`src/sv/i2p_pkg.sv`:
```
// Shared types and constants for the infix-to-postfix operator stack.
// No dependencies; imported by every module of the block but i2p_ram.
package i2p_pkg;

    localparam int unsigned DEFAULT_STACK_DEPTH = 16;

    localparam int unsigned TAG_W   = 16;
    localparam int unsigned BASE_W  = 7;
    localparam int unsigned DOTS_W  = 4;
    localparam int unsigned PRIO_W  = 8;
    localparam int unsigned ENTRY_W = TAG_W + PRIO_W;

    // Token kinds on input and output
    typedef enum logic [1:0] {
        KIND_OPERAND  = 2'd0,
        KIND_OPERATOR = 2'd1,
        KIND_RESERVED = 2'd2,
        KIND_END      = 2'd3
    } kind_t;

    typedef enum logic {
        ST_IDLE = 1'b0,
        ST_WORK = 1'b1
    } state_t;

    // Controller to datapath
    typedef struct packed {
        logic load_item;   // capture the accepted token
        logic pop;         // move top of stack into the pending slot
        logic emit_pend;   // move the pending slot into the output register
        logic pend_last;   // pending result is the last one of this token
        logic emit_final;  // load operand / reserved word / end marker into output
        logic push;        // push the current operator (or flag overflow)
    } cmd_t;

    // Datapath to controller
    typedef struct packed {
        logic pop_ok;      // top of stack must be popped for this token
        logic pend_valid;  // pending slot holds a popped operator
        logic out_free;    // output register can take a result this cycle
        logic is_operator; // current token is an operator keyword
    } status_t;

endpackage

```
`src/sv/i2p_ram.sv`:
```
// Generic single-write, single-read RAM with registered read data.
// No dependencies.
module i2p_ram #(
    parameter int unsigned WIDTH = 24,
    parameter int unsigned DEPTH = 16,
    localparam int unsigned AW   = $clog2(DEPTH)
) (
    input  logic             clk,
    input  logic             wr_en,
    input  logic [AW-1:0]    wr_addr,
    input  logic [WIDTH-1:0] wr_data,
    input  logic [AW-1:0]    rd_addr,
    output logic [WIDTH-1:0] rd_data
);

    logic [WIDTH-1:0] mem [DEPTH];

    always_ff @(posedge clk)
    begin
        if (wr_en)
        begin
            mem[wr_addr] <= wr_data;
        end
        rd_data <= mem[rd_addr];
    end

endmodule

```
`src/sv/i2p_ctrl.sv`:
```
// Sequencer for the operator stack: accepts a token, steps pops, then
// finishes the token. Depends on i2p_pkg.
module i2p_ctrl (
    input  logic              clk,
    input  logic              rst_n,
    input  logic              in_valid,
    output logic              in_ready,
    input  i2p_pkg::status_t  status,
    output i2p_pkg::cmd_t     cmd
);

    import i2p_pkg::*;

    state_t state_reg;
    state_t state_next;
    logic   done;

    always_ff @(posedge clk or negedge rst_n)
    begin
        if (!rst_n)
        begin
            state_reg <= ST_IDLE;
        end
        else
        begin
            state_reg <= state_next;
        end
    end

    // Next state
    always_comb
    begin
        state_next = state_reg;
        unique case (state_reg)
            ST_IDLE:
            begin
                if (in_valid)
                begin
                    state_next = ST_WORK;
                end
            end
            ST_WORK:
            begin
                if (done)
                begin
                    state_next = ST_IDLE;
                end
            end
            default: state_next = ST_IDLE;
        endcase
    end

    // Outputs
    always_comb
    begin
        cmd      = '0;
        done     = 1'b0;
        in_ready = 1'b0;
        unique case (state_reg)
            ST_IDLE:
            begin
                in_ready      = 1'b1;
                cmd.load_item = in_valid;
            end
            ST_WORK:
            begin
                priority if (status.pop_ok)
                begin
                    // pop needs room for the earlier pending result
                    if (!status.pend_valid || status.out_free)
                    begin
                        cmd.pop       = 1'b1;
                        cmd.emit_pend = status.pend_valid;
                    end
                end
                else if (status.is_operator)
                begin
                    if (!status.pend_valid || status.out_free)
                    begin
                        cmd.emit_pend = status.pend_valid;
                        cmd.pend_last = 1'b1;
                        cmd.push      = 1'b1;
                        done          = 1'b1;
                    end
                end
                else if (status.out_free)
                begin
                    if (status.pend_valid)
                    begin
                        cmd.emit_pend = 1'b1;
                    end
                    else
                    begin
                        cmd.emit_final = 1'b1;
                        done           = 1'b1;
                    end
                end
                else
                begin
                    // hold until the result register drains
                end
            end
            default:
            begin
                in_ready = 1'b0;
            end
        endcase
    end

endmodule

```
`src/sv/i2p_dp.sv`:
```
// Datapath: token register, operator stack (cached top plus RAM), pending
// slot and output register. Depends on i2p_pkg and i2p_ram.
module i2p_dp #(
    parameter int unsigned STACK_DEPTH = i2p_pkg::DEFAULT_STACK_DEPTH
) (
    input  logic                        clk,
    input  logic                        rst_n,
    input  i2p_pkg::cmd_t               cmd,
    output i2p_pkg::status_t            status,
    input  i2p_pkg::kind_t              in_kind,
    input  logic [i2p_pkg::BASE_W-1:0]  in_base,
    input  logic [i2p_pkg::DOTS_W-1:0]  in_dots,
    input  logic [i2p_pkg::TAG_W-1:0]   in_tag,
    output logic                        out_valid,
    input  logic                        out_ready,
    output logic [i2p_pkg::TAG_W-1:0]   out_tag,
    output i2p_pkg::kind_t              out_kind,
    output logic                        out_ovf,
    output logic                        out_last
);

    import i2p_pkg::*;

    localparam int unsigned CNT_W = $clog2(STACK_DEPTH + 1);
    localparam int unsigned IDX_W = $clog2(STACK_DEPTH);

    // Current token
    kind_t               kind_reg;
    logic [PRIO_W-1:0]   prio_reg;
    logic [TAG_W-1:0]    tag_reg;

    // Stack: top entry in flops, the rest in RAM below it
    logic [CNT_W-1:0]    count_reg;
    logic [CNT_W-1:0]    count_next;
    logic [TAG_W-1:0]    top_tag_reg;
    logic [PRIO_W-1:0]   top_prio_reg;
    logic                ovf_reg;

    // Pending popped operator, held until it is known whether it is last
    logic                pend_valid_reg;
    logic [TAG_W-1:0]    pend_tag_reg;

    // Output register
    logic                out_valid_reg;
    logic [TAG_W-1:0]    out_tag_reg;
    kind_t               out_kind_reg;
    logic                out_ovf_reg;
    logic                out_last_reg;

    logic                push_ok;
    logic                ram_wr_en;
    logic [IDX_W-1:0]    ram_wr_addr;
    logic [ENTRY_W-1:0]  ram_rd_data;
    logic [CNT_W-1:0]    rd_cnt;
    logic [PRIO_W-1:0]   in_prio;
    logic                out_free;

    assign in_prio  = (in_kind == KIND_OPERATOR)
                    ? (PRIO_W'(in_base) + PRIO_W'(in_dots))
                    : PRIO_W'(in_base);
    assign out_free = !out_valid_reg || out_ready;
    assign push_ok  = cmd.push && (count_reg < CNT_W'(STACK_DEPTH));

    always_comb
    begin
        status.out_free    = out_free;
        status.pend_valid  = pend_valid_reg;
        status.is_operator = (kind_reg == KIND_OPERATOR);
        status.pop_ok      = (count_reg != '0) && (kind_reg != KIND_OPERAND)
                           && ((kind_reg == KIND_END) || (top_prio_reg >= prio_reg));
    end

    always_comb
    begin
        count_next = count_reg;
        if (cmd.pop)
        begin
            count_next = count_reg - CNT_W'(1);
        end
        else if (push_ok)
        begin
            count_next = count_reg + CNT_W'(1);
        end
    end

    // Keep the entry just below the top on the RAM read port
    assign rd_cnt      = count_next - CNT_W'(2);
    assign ram_wr_en   = push_ok && (count_reg != '0);
    assign ram_wr_addr = IDX_W'(count_reg - CNT_W'(1));

    i2p_ram #(
        .WIDTH (ENTRY_W),
        .DEPTH (STACK_DEPTH)
    ) u_stack_ram (
        .clk     (clk),
        .wr_en   (ram_wr_en),
        .wr_addr (ram_wr_addr),
        .wr_data ({top_prio_reg, top_tag_reg}),
        .rd_addr (rd_cnt[IDX_W-1:0]),
        .rd_data (ram_rd_data)
    );

    // Payload registers
    always_ff @(posedge clk)
    begin
        if (cmd.load_item)
        begin
            kind_reg <= in_kind;
            prio_reg <= in_prio;
            tag_reg  <= in_tag;
        end
        if (cmd.pop)
        begin
            top_prio_reg <= ram_rd_data[ENTRY_W-1:TAG_W];
            top_tag_reg  <= ram_rd_data[TAG_W-1:0];
            pend_tag_reg <= top_tag_reg;
        end
        else if (push_ok)
        begin
            top_prio_reg <= prio_reg;
            top_tag_reg  <= tag_reg;
        end
        if (cmd.emit_pend)
        begin
            out_tag_reg  <= pend_tag_reg;
            out_kind_reg <= KIND_OPERATOR;
            out_ovf_reg  <= 1'b0;
            out_last_reg <= cmd.pend_last;
        end
        else if (cmd.emit_final)
        begin
            out_tag_reg  <= (kind_reg == KIND_END) ? '0 : tag_reg;
            out_kind_reg <= kind_reg;
            out_ovf_reg  <= (kind_reg == KIND_END) ? ovf_reg : 1'b0;
            out_last_reg <= 1'b1;
        end
    end

    // Control registers
    always_ff @(posedge clk or negedge rst_n)
    begin
        if (!rst_n)
        begin
            count_reg      <= '0;
            ovf_reg        <= 1'b0;
            pend_valid_reg <= 1'b0;
            out_valid_reg  <= 1'b0;
        end
        else
        begin
            count_reg <= count_next;
            if (cmd.push && !push_ok)
            begin
                ovf_reg <= 1'b1;
            end
            if (cmd.pop)
            begin
                pend_valid_reg <= 1'b1;
            end
            else if (cmd.emit_pend)
            begin
                pend_valid_reg <= 1'b0;
            end
            out_valid_reg <= (out_valid_reg && !out_ready) || cmd.emit_pend
                           || cmd.emit_final;
        end
    end

    assign out_valid = out_valid_reg;
    assign out_tag   = out_tag_reg;
    assign out_kind  = out_kind_reg;
    assign out_ovf   = out_ovf_reg;
    assign out_last  = out_last_reg;

`ifndef SYNTHESIS
    a_count_bound: assert property (@(posedge clk) disable iff (!rst_n)
        count_reg <= CNT_W'(STACK_DEPTH))
        else $error("stack count above depth");

    a_ovf_sticky: assert property (@(posedge clk) disable iff (!rst_n)
        ovf_reg |=> ovf_reg)
        else $error("overflow flag cleared");

    a_pop_nonempty: assert property (@(posedge clk) disable iff (!rst_n)
        cmd.pop |-> (count_reg != '0))
        else $error("pop from empty stack");

    a_emit_room: assert property (@(posedge clk) disable iff (!rst_n)
        (cmd.emit_pend || cmd.emit_final) |-> out_free)
        else $error("result overwrites an untaken result");

    a_load_clean: assert property (@(posedge clk) disable iff (!rst_n)
        cmd.load_item |-> !pend_valid_reg)
        else $error("new token while a popped operator is pending");
`endif

endmodule

```
`src/sv/infix_to_postfix_operator_stack.sv`:
```
// Top level of the infix-to-postfix operator stack (shunting yard).
// Depends on i2p_pkg, i2p_ctrl, i2p_dp (which holds i2p_ram).
//
//  Channel   | Signals                                    | Direction
//  ----------+--------------------------------------------+----------
//  token in  | s_axis_tvalid/tready, tdata[31:0], tuser   | input
//  result out| m_axis_tvalid/tready, tdata[15:0], tuser,  | output
//            | tlast                                      |
//
// A token is accepted, then each popped operator is handled in turn and a
// finishing step ends it; a reserved word or end of line that popped
// anything takes an extra step to release the last popped operator.
// Pops run one per cycle, bounded by the single RAM read port feeding the
// cached top of stack. A stalled result output holds the sequencer in place.
// Reset clears stack count, overflow flag and all handshake state at once;
// stack contents need no clearing.
module infix_to_postfix_operator_stack #(
    parameter int unsigned STACK_DEPTH = i2p_pkg::DEFAULT_STACK_DEPTH
) (
    input  logic        clk,
    input  logic        rst_n,
    // Token input
    input  logic        s_axis_tvalid,
    output logic        s_axis_tready,
    input  logic [31:0] s_axis_tdata,   // [6:0] base_priority, [10:7] dot_count,
                                        // [26:11] tag, [31:27] zero
    input  logic [1:0]  s_axis_tuser,   // [1:0] kind
    // Result output
    output logic        m_axis_tvalid,
    input  logic        m_axis_tready,
    output logic [15:0] m_axis_tdata,   // [15:0] out_tag
    output logic [2:0]  m_axis_tuser,   // [1:0] out_kind, [2] overflow_seen
    output logic        m_axis_tlast    // last result for the token
);

    import i2p_pkg::*;

    cmd_t    cmd;
    status_t status;
    kind_t   in_kind;
    kind_t   out_kind;
    logic    out_ovf;

    // Unpack the token transfer
    assign in_kind = kind_t'(s_axis_tuser);

    i2p_ctrl u_ctrl (
        .clk      (clk),
        .rst_n    (rst_n),
        .in_valid (s_axis_tvalid),
        .in_ready (s_axis_tready),
        .status   (status),
        .cmd      (cmd)
    );

    i2p_dp #(
        .STACK_DEPTH (STACK_DEPTH)
    ) u_dp (
        .clk       (clk),
        .rst_n     (rst_n),
        .cmd       (cmd),
        .status    (status),
        .in_kind   (in_kind),
        .in_base   (s_axis_tdata[6:0]),
        .in_dots   (s_axis_tdata[10:7]),
        .in_tag    (s_axis_tdata[26:11]),
        .out_valid (m_axis_tvalid),
        .out_ready (m_axis_tready),
        .out_tag   (m_axis_tdata),
        .out_kind  (out_kind),
        .out_ovf   (out_ovf),
        .out_last  (m_axis_tlast)
    );

    // Pack the result sideband
    assign m_axis_tuser = {out_ovf, out_kind};

endmodule
```
`config.mk`:
```
export PLATFORM = sky130hd
export DESIGN_NAME = infix_to_postfix_operator_stack
export DESIGN_NICKNAME = d
export VERILOG_FILES = /design/src/sv/i2p_pkg.sv /design/src/sv/i2p_ram.sv /design/src/sv/i2p_ctrl.sv /design/src/sv/i2p_dp.sv /design/src/sv/infix_to_postfix_operator_stack.sv
export SDC_FILE = /design/constraint.sdc
export NUM_CORES = 1
export LEC_CHECK = 0
export BUFFER_PORTS_ARGS = -buffer_cell sky130_fd_sc_hd__buf_2
export CAP_MARGIN = 20
export CORE_UTILIZATION = 53
export DETAILED_ROUTE_END_ITERATION = 7
export PLACE_DENSITY = 0.7
export SETUP_SLACK_MARGIN = 0.15
export SKIP_CTS_REPAIR_TIMING = 1
export SLEW_MARGIN = 20
export SYNTH_ARGS = -nofsm -noshare
export SYNTH_HDL_FRONTEND = slang
export SYNTH_SLANG_ARGS = --single-unit
```
`constraint.sdc`:
```
create_clock -name clk -period 5.12 [get_ports clk]
set_clock_uncertainty 0.1 [all_clocks]
set_input_delay 0 -clock clk [delete_from_list [all_inputs] [get_ports clk]]
set_output_delay 0 -clock clk [all_outputs]
set_load 0.01 [all_outputs]
```
==> results of run 1 <==
critical path, stage by stage (launching register included):
cell      delay [ns]
edfxtp_1        0.71
inv_1           0.10
ha_1            0.30
nand2b_1        0.15
a2111o_1        0.48
a32oi_2         0.30
nand3_1         0.11
a21oi_1         0.17
xnor2_1         0.15
ha_1            0.51
buf_4           0.37
inv_1           0.11
nor2_2          0.48
a32oi_1         0.14
a22o_1          0.24
cell type report:
class / count / area [sq um]
timing repair buffer: 141 / 1166
sequential: 503 / 14790
clock inverter: 28 / 314.1
tap: 511 / 639.4
fill: 2723 / 14230
inverter: 27 / 101.3
multi-input combinational: 794 / 5404
clock buffer: 65 / 1379
cell families after synthesis:
kind of cell	synth area share [%]
adders and majority gates	1.296
DFF	71.59
xor gates and xnor gates	0.4603
muxes	2.925
buffers and inverters	2.762
AOI/OAI and AO/OA	12.43
and+or+nand+nor	8.540
metrics by stage:
| stage | cells | instance area (sq um) | setup slack (ns) | utilization [%] |
|---|---|---|---|---|
| 4_1_cts | 2034 | 23420 | 0.6373 | 61.59 |
| 3_3_place_gp | 1940 | 21720 | 0.7533 | 57.12 |
| 6_report | 2069 | 23790 | 0.5640 | 62.58 |
| 5_1_grt | 2069 | 23790 | 0.2609 | 62.58 |
| 2_1_floorplan | 1425 | 20660 | 0.7612 | - |
| 3_5_place_dp | 1941 | 21720 | 0.6782 | 57.14 |
worst max-delay path by stage:
stage	from	endpoint	slack, ns	cells after the start
2_1_floorplan	u_dp.count_reg[0]	u_dp.u_stack_ram.rd_data[16]	0.76	17
5_1_grt	u_dp.top_prio_reg[0]	u_dp.u_stack_ram.rd_data[17]	0.26	14
4_1_cts	u_dp.top_prio_reg[0]	u_dp.u_stack_ram.rd_data[17]	0.64	14
6_report	u_dp.top_prio_reg[0]	u_dp.u_stack_ram.rd_data[5]	0.56	14
3_3_place_gp	u_dp.top_prio_reg[0]	u_dp.u_stack_ram.rd_data[7]	0.75	14
3_5_place_dp	u_dp.top_prio_reg[0]	u_dp.u_stack_ram.rd_data[5]	0.68	14
cells in the final DEF (no fill, tap or decap), drive strengths merged, types with 9 or more instances in the layout:
master,instances
a211oi,103
dlygate4sd3,34
nand2,159
buf,107
o21ai,74
ha,19
a41o,15
inv,29
nand3,43
a32oi,10
nor2,42
mux2,19
a21oi,36
a22o,9
nor4,16
clkinv,16
nor3,10
a221oi,61
mux2i,39
dfxtp,27
clkbuf,65
a32o,15
dfrtp,9
and3,68
edfxtp,467
a22oi,9
per-layer routing:
layer	global-route usage [%]	routed length (um)
met5	0	0
met3	4.540	4252
met4	7.803	1298
met2	40.42	23260
met1	35.65	21030
==> summary.txt, run 1 <==
Drt
  – Via count: 13,110
  – Detailed router's first-iteration violation count: 1,509
  – Via density: between 6 and 7
  – DRC viols: 0
  – Pre-antenna DRT Iters: 5
  – Total Wirelength: 49,840 um
  – WL/cell: 24.09 um
  – Antenna-violating nets left: 0

Floorplanning
  – Core ar.: 38,020 sq um
  – Die Wd: about 200 um
  – # rows: 71
  – Die ar.: 39,770 sq um
  – IO Count: 60
  – Initial Util: 54.33%
  – Die height: 199.4 um

Synthesis
  – #FFs+latches synth: 503
  – Synth Area per Inst: 14.50 sq um
  – Area leader, netlist: edfxtp_1
  – Mapped Cells: 1,425
  – Area contributors post-synth: edfxtp_1, a211oi_1, nand2_1, dfxtp_1, a221oi_1
  – Post-synth top cells: edfxtp_1, nand2_1, a211oi_1
  – Yosys top cell area share: 67.88%
  – Post-synth cell types: 65
  – Sequential area share after synthesis: 71.59%
  – Most frequent cell after synthesis: edfxtp_1
  – Number of synthesized flops with an enable pin: 467
  – Yosys warns: 0
  – Dominant synthesized flop cell: edfxtp_1
  – Synthesized area: 20,660 sq um
  – Ys async rst share: 1.789%
  – Syn Nets: 1,483

GRT
  – Global-route wire length before repair: around 74,000 um
  – Vias in the first global route: 12,410
  – Initial antenna violation count: 0
  – GRT Residual Overflow: 0
  – Maximum number of pins on one net before global-route repair: 129
  – Total track usage: 25.36%

Placed design
  – Port bufs: 54
  – GP Congestion: 0.8969
  – DP HPWL: 29,080 um

Timing
  – Slew Limit Fails: 0
  – Slew HR: between 20 and 30%
  – Fin crit period: 4.556 ns
  – Fin crit share: 88.98%
  – Total negative slack: 0 ns
  – Hold_ws: -0.08268 ns
  – Fmax: roughly 0.22 GHz
  – Slew @ Worst Pin: 1.050 ns
  – RSZ-0062 raised after global routing: false
  – Final hold violation count: 1
  – Final setup viols: 0

Cells and area
  – Fin nets: 1,575
  – Regs by FF count: u_dp.u_stack_ram.mem: 384 flops, u_dp.u_stack_ram.rd_data: 24 flops
  – Layout area overhead: 15.17%
  – Antenna fix cells: 0
  – Max reg flops: 384
  – Layout cells sized above 1: between 10% and 20%
  – Top reg by flops: u_dp.u_stack_ram.mem

Setup path
  – Reg-to-Reg Start: u_dp.top_prio_reg[0]
  – Worst R2R Path Depth: 14
  – FF-to-FF End: u_dp.u_stack_ram.rd_data[5]
  – Critical path capture point type: flop
  – Critical Path Start Type: flop
  – Critical path arrival: 4.92 ns
  – Required time worst endpoint: 5.48 ns
  – Crit Path Max Fanout: 19
  – R2R setup slack: 0.56 ns
  – CP Class: flop to flop

Worst hold path
  – Min-Delay Endpoint: u_dp.prio_reg[2]
  – Hold Path Class: input port to flop
  – Hold Path Origin: s_axis_tdata[9]
  – Min-Delay Path Depth: 4

Outcome
  – Status: finished with violations
  – Failing checks: hold timing

Clock network
  – Clock tree from TritonCTS: done
  – CTS H-Tree Depth: 2
  – TritonCTS sink count: 503
  – CTS clk-pin slew, worst paths: 0.06 ns
  – Num CTS Buffers: 50
  – Clock root cell: clkbuf_16
  – Max Root-Sink Buffers: 3
  – Clk_lat worst skew: 0.58 ns

Job
  – Maxcap violations: 0
Power of run 1 is left out: the tool's default activity adds up to more than one toggle a clock period on the data nets, which glitch-free logic cannot reach.
==> inputs of run 2 (changes only) <==
- CELL_PAD_IN_SITES_DETAIL_PLACEMENT: default -> 0
- CELL_PAD_IN_SITES_GLOBAL_PLACEMENT: default -> 1
- CORE_UTILIZATION: 53 -> 52
- GPL_ROUTABILITY_DRIVEN: default -> 0
- PLACE_DENSITY: 0.7 -> default
- PLACE_DENSITY_LB_ADDON: default -> 0.1
- clock period: 5.12 -> 4.29 ns (I/O delays scaled with it)
==> run 2 against run 1 <==
Compared with the run above: the run still ends with hold timing left; count of clock-buffer cells in the layout rose by 3; cell area grew 0.34%; core utilization decreased by 1.2 points; wire length rose by 7.4%; sequential share of layout area down 0.21 points; fmax up 18%; final cell count grew 0.82%; critical path depth fell by 1; via count decreased by 0.58%; register-to-register slack got worse by 0.13 ns; critical endpoint is now u_dp.u_stack_ram.rd_data[16]; largest cell class unchanged.
==> summary.txt, run 2 (synthesized netlist as in run 1, its figures left out) <==
GRT
  – GRT Residual Overflow: 0 (unchanged)
  – Total track usage: 26.63% (+1.3 points)
  – Vias in the first global route: 12,435 (+0.20%)
  – Global-route wire length before repair: 79,570 um (+6.9%)
  – Maximum number of pins on one net before global-route repair: 129 (unchanged)
  – Initial antenna violation count: 0 (unchanged)

Timing
  – Hold_ws: -0.006790 ns (+0.07589 ns)
  – RSZ-0062 raised after global routing: false
  – Final setup viols: 0 (unchanged)
  – Fmax: 0.2592 GHz (+18%)
  – Fin crit share: 89.93% (+0.95 points)
  – Slew HR: 40.71% (+11 points)
  – Total negative slack: 0 ns (unchanged)
  – Final worst-path setup slack: 0.4320 ns (-0.1320 ns)
  – Slew @ Worst Pin: 0.8893 ns (-0.1605 ns)
  – Slew Limit Fails: 0 (unchanged)
  – Fin crit period: 3.858 ns (-0.6980 ns)
  – Final hold violation count: 1 (unchanged)

Drt
  – DRC viols: 0 (unchanged)
  – Detailed router's first-iteration violation count: 1,442 (-4.4%)
  – WL/cell: 25.67 um (+6.6%)
  – Via count: 13,034 (-0.58%)
  – Antenna-violating nets left: 0 (unchanged)
  – Total Wirelength: 53,560 um (+7.4%)
  – Via density: 6.248 (-1.4%)
  – Pre-antenna DRT Iters: 5 (unchanged)

Setup path
  – Worst path bufs/invs: 1 (-2)
  – CP max-delay cell: ha_1
  – Cells along the critical path: ha_1 > nand2b_1 > a2111o_1 > a32oi_2 > nand3_1 > a21oi_1 > xnor2_1 > ha_1 > nand3_1 > buf_12 > a211oi_1 > nor4_2 > a41o_1
  – Critical path capture point type: flop
  – CP Class: flop to flop
  – Critical Path Start Type: flop
  – CP peak stage delay: 0.55 ns (-0.16 ns)
  – Reg-to-Reg Start: u_dp.prio_reg[0]
  – Delay-heaviest family, CP: compound AO/OA/AOI/OAI gates
  – Required time worst endpoint: 4.67 ns (-0.81 ns)
  – Critical path arrival: 4.24 ns (-0.68 ns)
  – Crit Path Max Fanout: 25 (+6)
  – Crit path from: u_dp.prio_reg[0]

Cells and area
  – Commonest non-fill, non-tap cells in the layout: edfxtp_1, nand2_1, a211oi_1, o21ai_0, and3_1
  – Fin nets: 1,584 (+0.57%)
  – Regs by FF count: u_dp.u_stack_ram.mem: 384 flops, u_dp.u_stack_ram.rd_data: 24 flops
  – Layout cells sized above 1: 16.66% (+0.67 points)
  – Max reg flops: 384 (unchanged)
  – Layout area overhead: 15.57%
  – Top reg by flops: u_dp.u_stack_ram.mem
  – Commonest non-fill, non-tap cell in the layout: edfxtp_1
  – Final core occ: 61.35% (-1.2 points)

Floorplanning
  – IO Count: 60 (unchanged)
  – Core ar.: 38,920 sq um (+2.4%)
  – # rows: 72 (+1.4%)
  – Die Wd: 201.3 um (+0.95%)
  – Die ar.: 40,530 sq um (+1.9%)
  – Die height: 201.3 um (+0.95%)
  – Initial Util: 53.08% (-1.3 points)

Outcome
  – Status: finished with violations
  – Failing checks: hold timing

Clock network
  – CTS clk-pin slew, worst paths: 0.06 ns (about the same)
  – TritonCTS sink count: 503 (unchanged)
  – Max Root-Sink Buffers: 3 (unchanged)
  – Num CTS Buffers: 51 (+2.0%)
  – Clock tree from TritonCTS: done
  – Clk_lat worst skew: 0.60 ns (+0.02 ns)
  – CTS H-Tree Depth: 2 (unchanged)
  – Clock root cell: clkbuf_16

Placed design
  – Worst slack, placed: 0.4539 ns (-0.2243 ns)
  – DP HPWL: 29,670 um (+2.0%)
  – Port bufs: 54 (unchanged)

Worst hold path
  – Hold Path Origin: s_axis_tdata[9]
  – Hold Path Class: input port to flop

Job
  – Maxcap violations: 0 (unchanged)
## run 2: changes by cell type in the layout (fill, tap and decap cells not counted), moves of 2 or more
cell | before | now
nand2_1 | 159 | 157
clkinv_1 | 7 | 4
nand2_2 | 0 | 2
buf_4 | 41 | 50
clkbuf_1 | 9 | 11
clkinv_2 | 8 | 10
## run 2: per-stage QoR
step	hold WS (ns)	instance area (sq um)	std cells
2_1_floorplan	-0.3956	20670	1425
3_3_place_gp	-0.2282	21820	1958
3_5_place_dp	-0.2234	21820	1958
4_1_cts	-0.8529	23540	2052
5_1_grt	0.005615	23870	2085
6_report	-0.006790	23870	2086
## run 2: routing by layer
metal / GRT usage [%] / wire length, um / vias up
met2: 40.16 / 24030 / 541
met4: 7.386 / 1002 / 0
li1: - / - / 5839
met3: 4.730 / 4595 / 70
met1: 39.88 / 23920 / 6584
met5: 0 / 0 / -
## run 2: worst paths after layout
path                            slack [ns]  cells after the start                      endpoint
worst max-delay path                  0.43                     13  u_dp.u_stack_ram.rd_data[16]
worst min-delay path                -0.007                      4              u_dp.prio_reg[2]
worst max register to register        0.43                     13  u_dp.u_stack_ram.rd_data[16]
worst min register to register        0.37                      2              u_dp.out_kind[0]
max in group asynchronous             3.45                      3             u_dp.count_reg[3]
min in group asynchronous             0.32                      3                u_dp.out_valid
## run 2: final cells by class
| cell class | count | area, sq um |
|---|---|---|
| tap | 518 | 648.1 |
| clock buffer | 68 | 1400 |
| antenna | 1 | 2.502 |
| sequential | 503 | 14790 |
| inverter | 27 | 101.3 |
| clock inverter | 26 | 315.3 |
| multi-input combinational | 794 | 5401 |
| fill | 2921 | 15040 |
| timing repair buffer | 149 | 1216 |
## run 2: worst register-to-register path: stages (launching register included)
cell      delay (ns)
edfxtp_1        0.40
ha_1            0.28
nand2b_1        0.13
a2111o_1        0.48
a32oi_2         0.35
nand3_1         0.12
a21oi_1         0.17
xnor2_1         0.12
ha_1            0.55
nand3_1         0.21
buf_12          0.23
a211oi_1        0.32
nor4_2          0.09
a41o_1          0.21
Power of run 2 is left out for the same reason.
==> inputs of run 3 (changes only) <==
- MAX_ROUTING_LAYER: default -> met4
==> run 3 against run 2 <==
Compared with the run above: the flow still finishes with violations (hold timing); wire length hardly changed; non-clock buffer count stayed put; worst hold slack worse by 0.0010 ns; via count is 0.23% higher; largest cell class unchanged; worst setup slack worse by 0.017 ns; sequential cell count stayed put; core utilization stayed put; first-iteration DRC count is 1.2% higher; final cell count stayed put; highest routed layer unchanged; critical path depth stayed put; sequential share of layout area stayed put.
==> summary.txt, run 3 (synthesized netlist as in run 1, its figures left out) <==
Outcome
  – Status: finished with violations
  – Failing checks: hold timing

Clock network
  – CTS clk-pin slew, worst paths: 0.06 ns (about the same)
  – Max Root-Sink Buffers: 3 (unchanged)
  – Clk_lat worst skew: 0.60 ns (about the same)
  – Clock root cell: clkbuf_16
  – Clock tree from TritonCTS: done
  – TritonCTS sink count: 503 (unchanged)
  – Num CTS Buffers: 51 (unchanged)
  – CTS H-Tree Depth: 2 (unchanged)

GRT
  – Global-route wire length before repair: 79,650 um (+0.10%)
  – Vias in the first global route: 12,400 (-0.28%)
  – Total track usage: 27.48% (+0.85 points)
  – Maximum number of pins on one net before global-route repair: 129 (unchanged)
  – Initial antenna violation count: 0 (unchanged)
  – GRT Residual Overflow: 0 (unchanged)

Timing
  – Final hold violation count: 1 (unchanged)
  – Fmax: 0.2581 GHz (-0.44%)
  – Hold_ws: -0.007792 ns (-0.001001 ns)
  – Total negative slack: 0 ns (unchanged)
  – RSZ-0062 raised after global routing: false
  – Final setup viols: 0 (unchanged)
  – Fin crit share: 90.33% (+0.40 points)
  – Slew HR: 42.69% (+2.0 points)
  – Fin crit period: 3.875 ns (+0.01711 ns)
  – Slew Limit Fails: 0 (unchanged)
  – Slew @ Worst Pin: 0.8596 ns (-0.02973 ns)

Cells and area
  – FILL cells: 2,921 (unchanged)
  – Layout area overhead: 15.57% (unchanged)
  – Max reg flops: 384 (unchanged)
  – Top reg by flops: u_dp.u_stack_ram.mem
  – Commonest non-fill, non-tap cells in the layout: edfxtp_1, nand2_1, a211oi_1, o21ai_0, and3_1
  – Fin nets: 1,584 (unchanged)
  – Regs by FF count: u_dp.u_stack_ram.mem: 384 flops, u_dp.u_stack_ram.rd_data: 24 flops
  – Layout cells sized above 1: 16.66% (unchanged)
  – Commonest non-fill, non-tap cell in the layout: edfxtp_1

Floorplanning
  – Core ar.: 38,920 sq um (unchanged)
  – Initial Util: 53.08% (unchanged)
  – Die ar.: 40,530 sq um (unchanged)
  – # rows: 72 (unchanged)
  – Die Wd: 201.3 um (unchanged)
  – IO Count: 60 (unchanged)
  – Die height: 201.3 um (unchanged)

Setup path
  – Worst R2R Path Depth: 13 (unchanged)
  – Critical path arrival: 4.25 ns (about the same)
  – Reg-to-Reg Start: u_dp.prio_reg[0]
  – Crit path from: u_dp.prio_reg[0]
  – Crit Path Max Fanout: 25 (unchanged)
  – End of the critical path: u_dp.u_stack_ram.rd_data[12]
  – FF-to-FF End: u_dp.u_stack_ram.rd_data[12]
  – CP Class: flop to flop
  – Required time worst endpoint: 4.67 ns (about the same)
  – R2R setup slack: 0.41 ns (-0.02 ns)
  – Critical Path Start Type: flop
  – Critical path capture point type: flop

Drt
  – WL/cell: 25.66 um (about the same)
  – Antenna-violating nets left: 0 (unchanged)
  – Total Wirelength: 53,530 um (about the same)
  – Via count: 13,064 (+0.23%)
  – Via density: 6.263 (+0.23%)
  – Pre-antenna DRT Iters: 5 (unchanged)
  – DRC viols: 0 (unchanged)
  – Detailed router's first-iteration violation count: 1,460 (+1.2%)

Placed design
  – DP HPWL: 29,670 um (unchanged)
  – Port bufs: 54 (unchanged)

Job
  – Maxcap violations: 0 (unchanged)

Worst hold path
  – Hold Path Class: input port to flop
run 3: cell counts in the layout (fill, tap and decap cells not counted):
Identical to the previous run, type by type.
run 3: through the flow:
| step | instances | worst slack, ns | area, sq um | util [%] | hold slack (ns) |
|---|---|---|---|---|---|
| after floorplan | 1425 | 0.1883 | 20670 | - | -0.3956 |
| after global placement | 1958 | 0.4765 | 21820 | 56.08 | -0.2282 |
| after detailed placement | 1958 | 0.4539 | 21820 | 56.08 | -0.2234 |
| after CTS | 2052 | 0.4128 | 23540 | 60.48 | -0.8529 |
| after global routing | 2085 | 0.1846 | 23870 | 61.34 | 0.004568 |
| final | 2086 | 0.4149 | 23870 | 61.35 | -0.007792 |
run 3: cell type report:
type / instances / area (sq um) / share of cell area, %
repair buffers: 149 / 1216 / 5.094
clock buffers: 68 / 1400 / 5.864
multi-input cells: 794 / 5401 / 22.62
well taps: 518 / 648.1 / 2.715
inverters: 27 / 101.3 / 0.4245
diodes: 1 / 2.502 / 0.01048
flip-flops and latches: 503 / 14790 / 61.95
clock inverters: 26 / 315.3 / 1.321
run 3: critical path, cell delays in order, from the launching register on:
cell      delay [ns]
edfxtp_1        0.40
ha_1            0.28
nand2b_1        0.13
a2111o_1        0.48
a32oi_2         0.36
nand3_1         0.12
a21oi_1         0.17
xnor2_1         0.12
ha_1            0.55
nand3_1         0.21
buf_12          0.21
a211oi_1        0.27
nor4_1          0.11
a41o_1          0.21
run 3: per-layer routing:
metal  track usage [%]  vias to the layer above  part of all wire [%]
li1                  -                     5841                     -
met1             40.28                     6588                    45
met2             40.15                      557                    44
met3             4.260                       78                   9.0
met4             7.359                        0                   2.0
met5                 -                        -                     0
run 3: worst min-delay path by stage:
stage                      from          endpoint  slack, ns  cells past startpoint
2_1_floorplan             rst_n  u_ctrl.state_reg      -0.40                      0
3_3_place_gp              rst_n  u_ctrl.state_reg      -0.23                      1
3_5_place_dp              rst_n    u_dp.out_valid      -0.22                      1
4_1_cts                   rst_n  u_ctrl.state_reg      -0.85                      1
5_1_grt        s_axis_tdata[20]   u_dp.tag_reg[9]      0.005                      2
6_report        s_axis_tdata[9]  u_dp.prio_reg[2]     -0.008                      4
Power of run 3 is left out for the same reason.
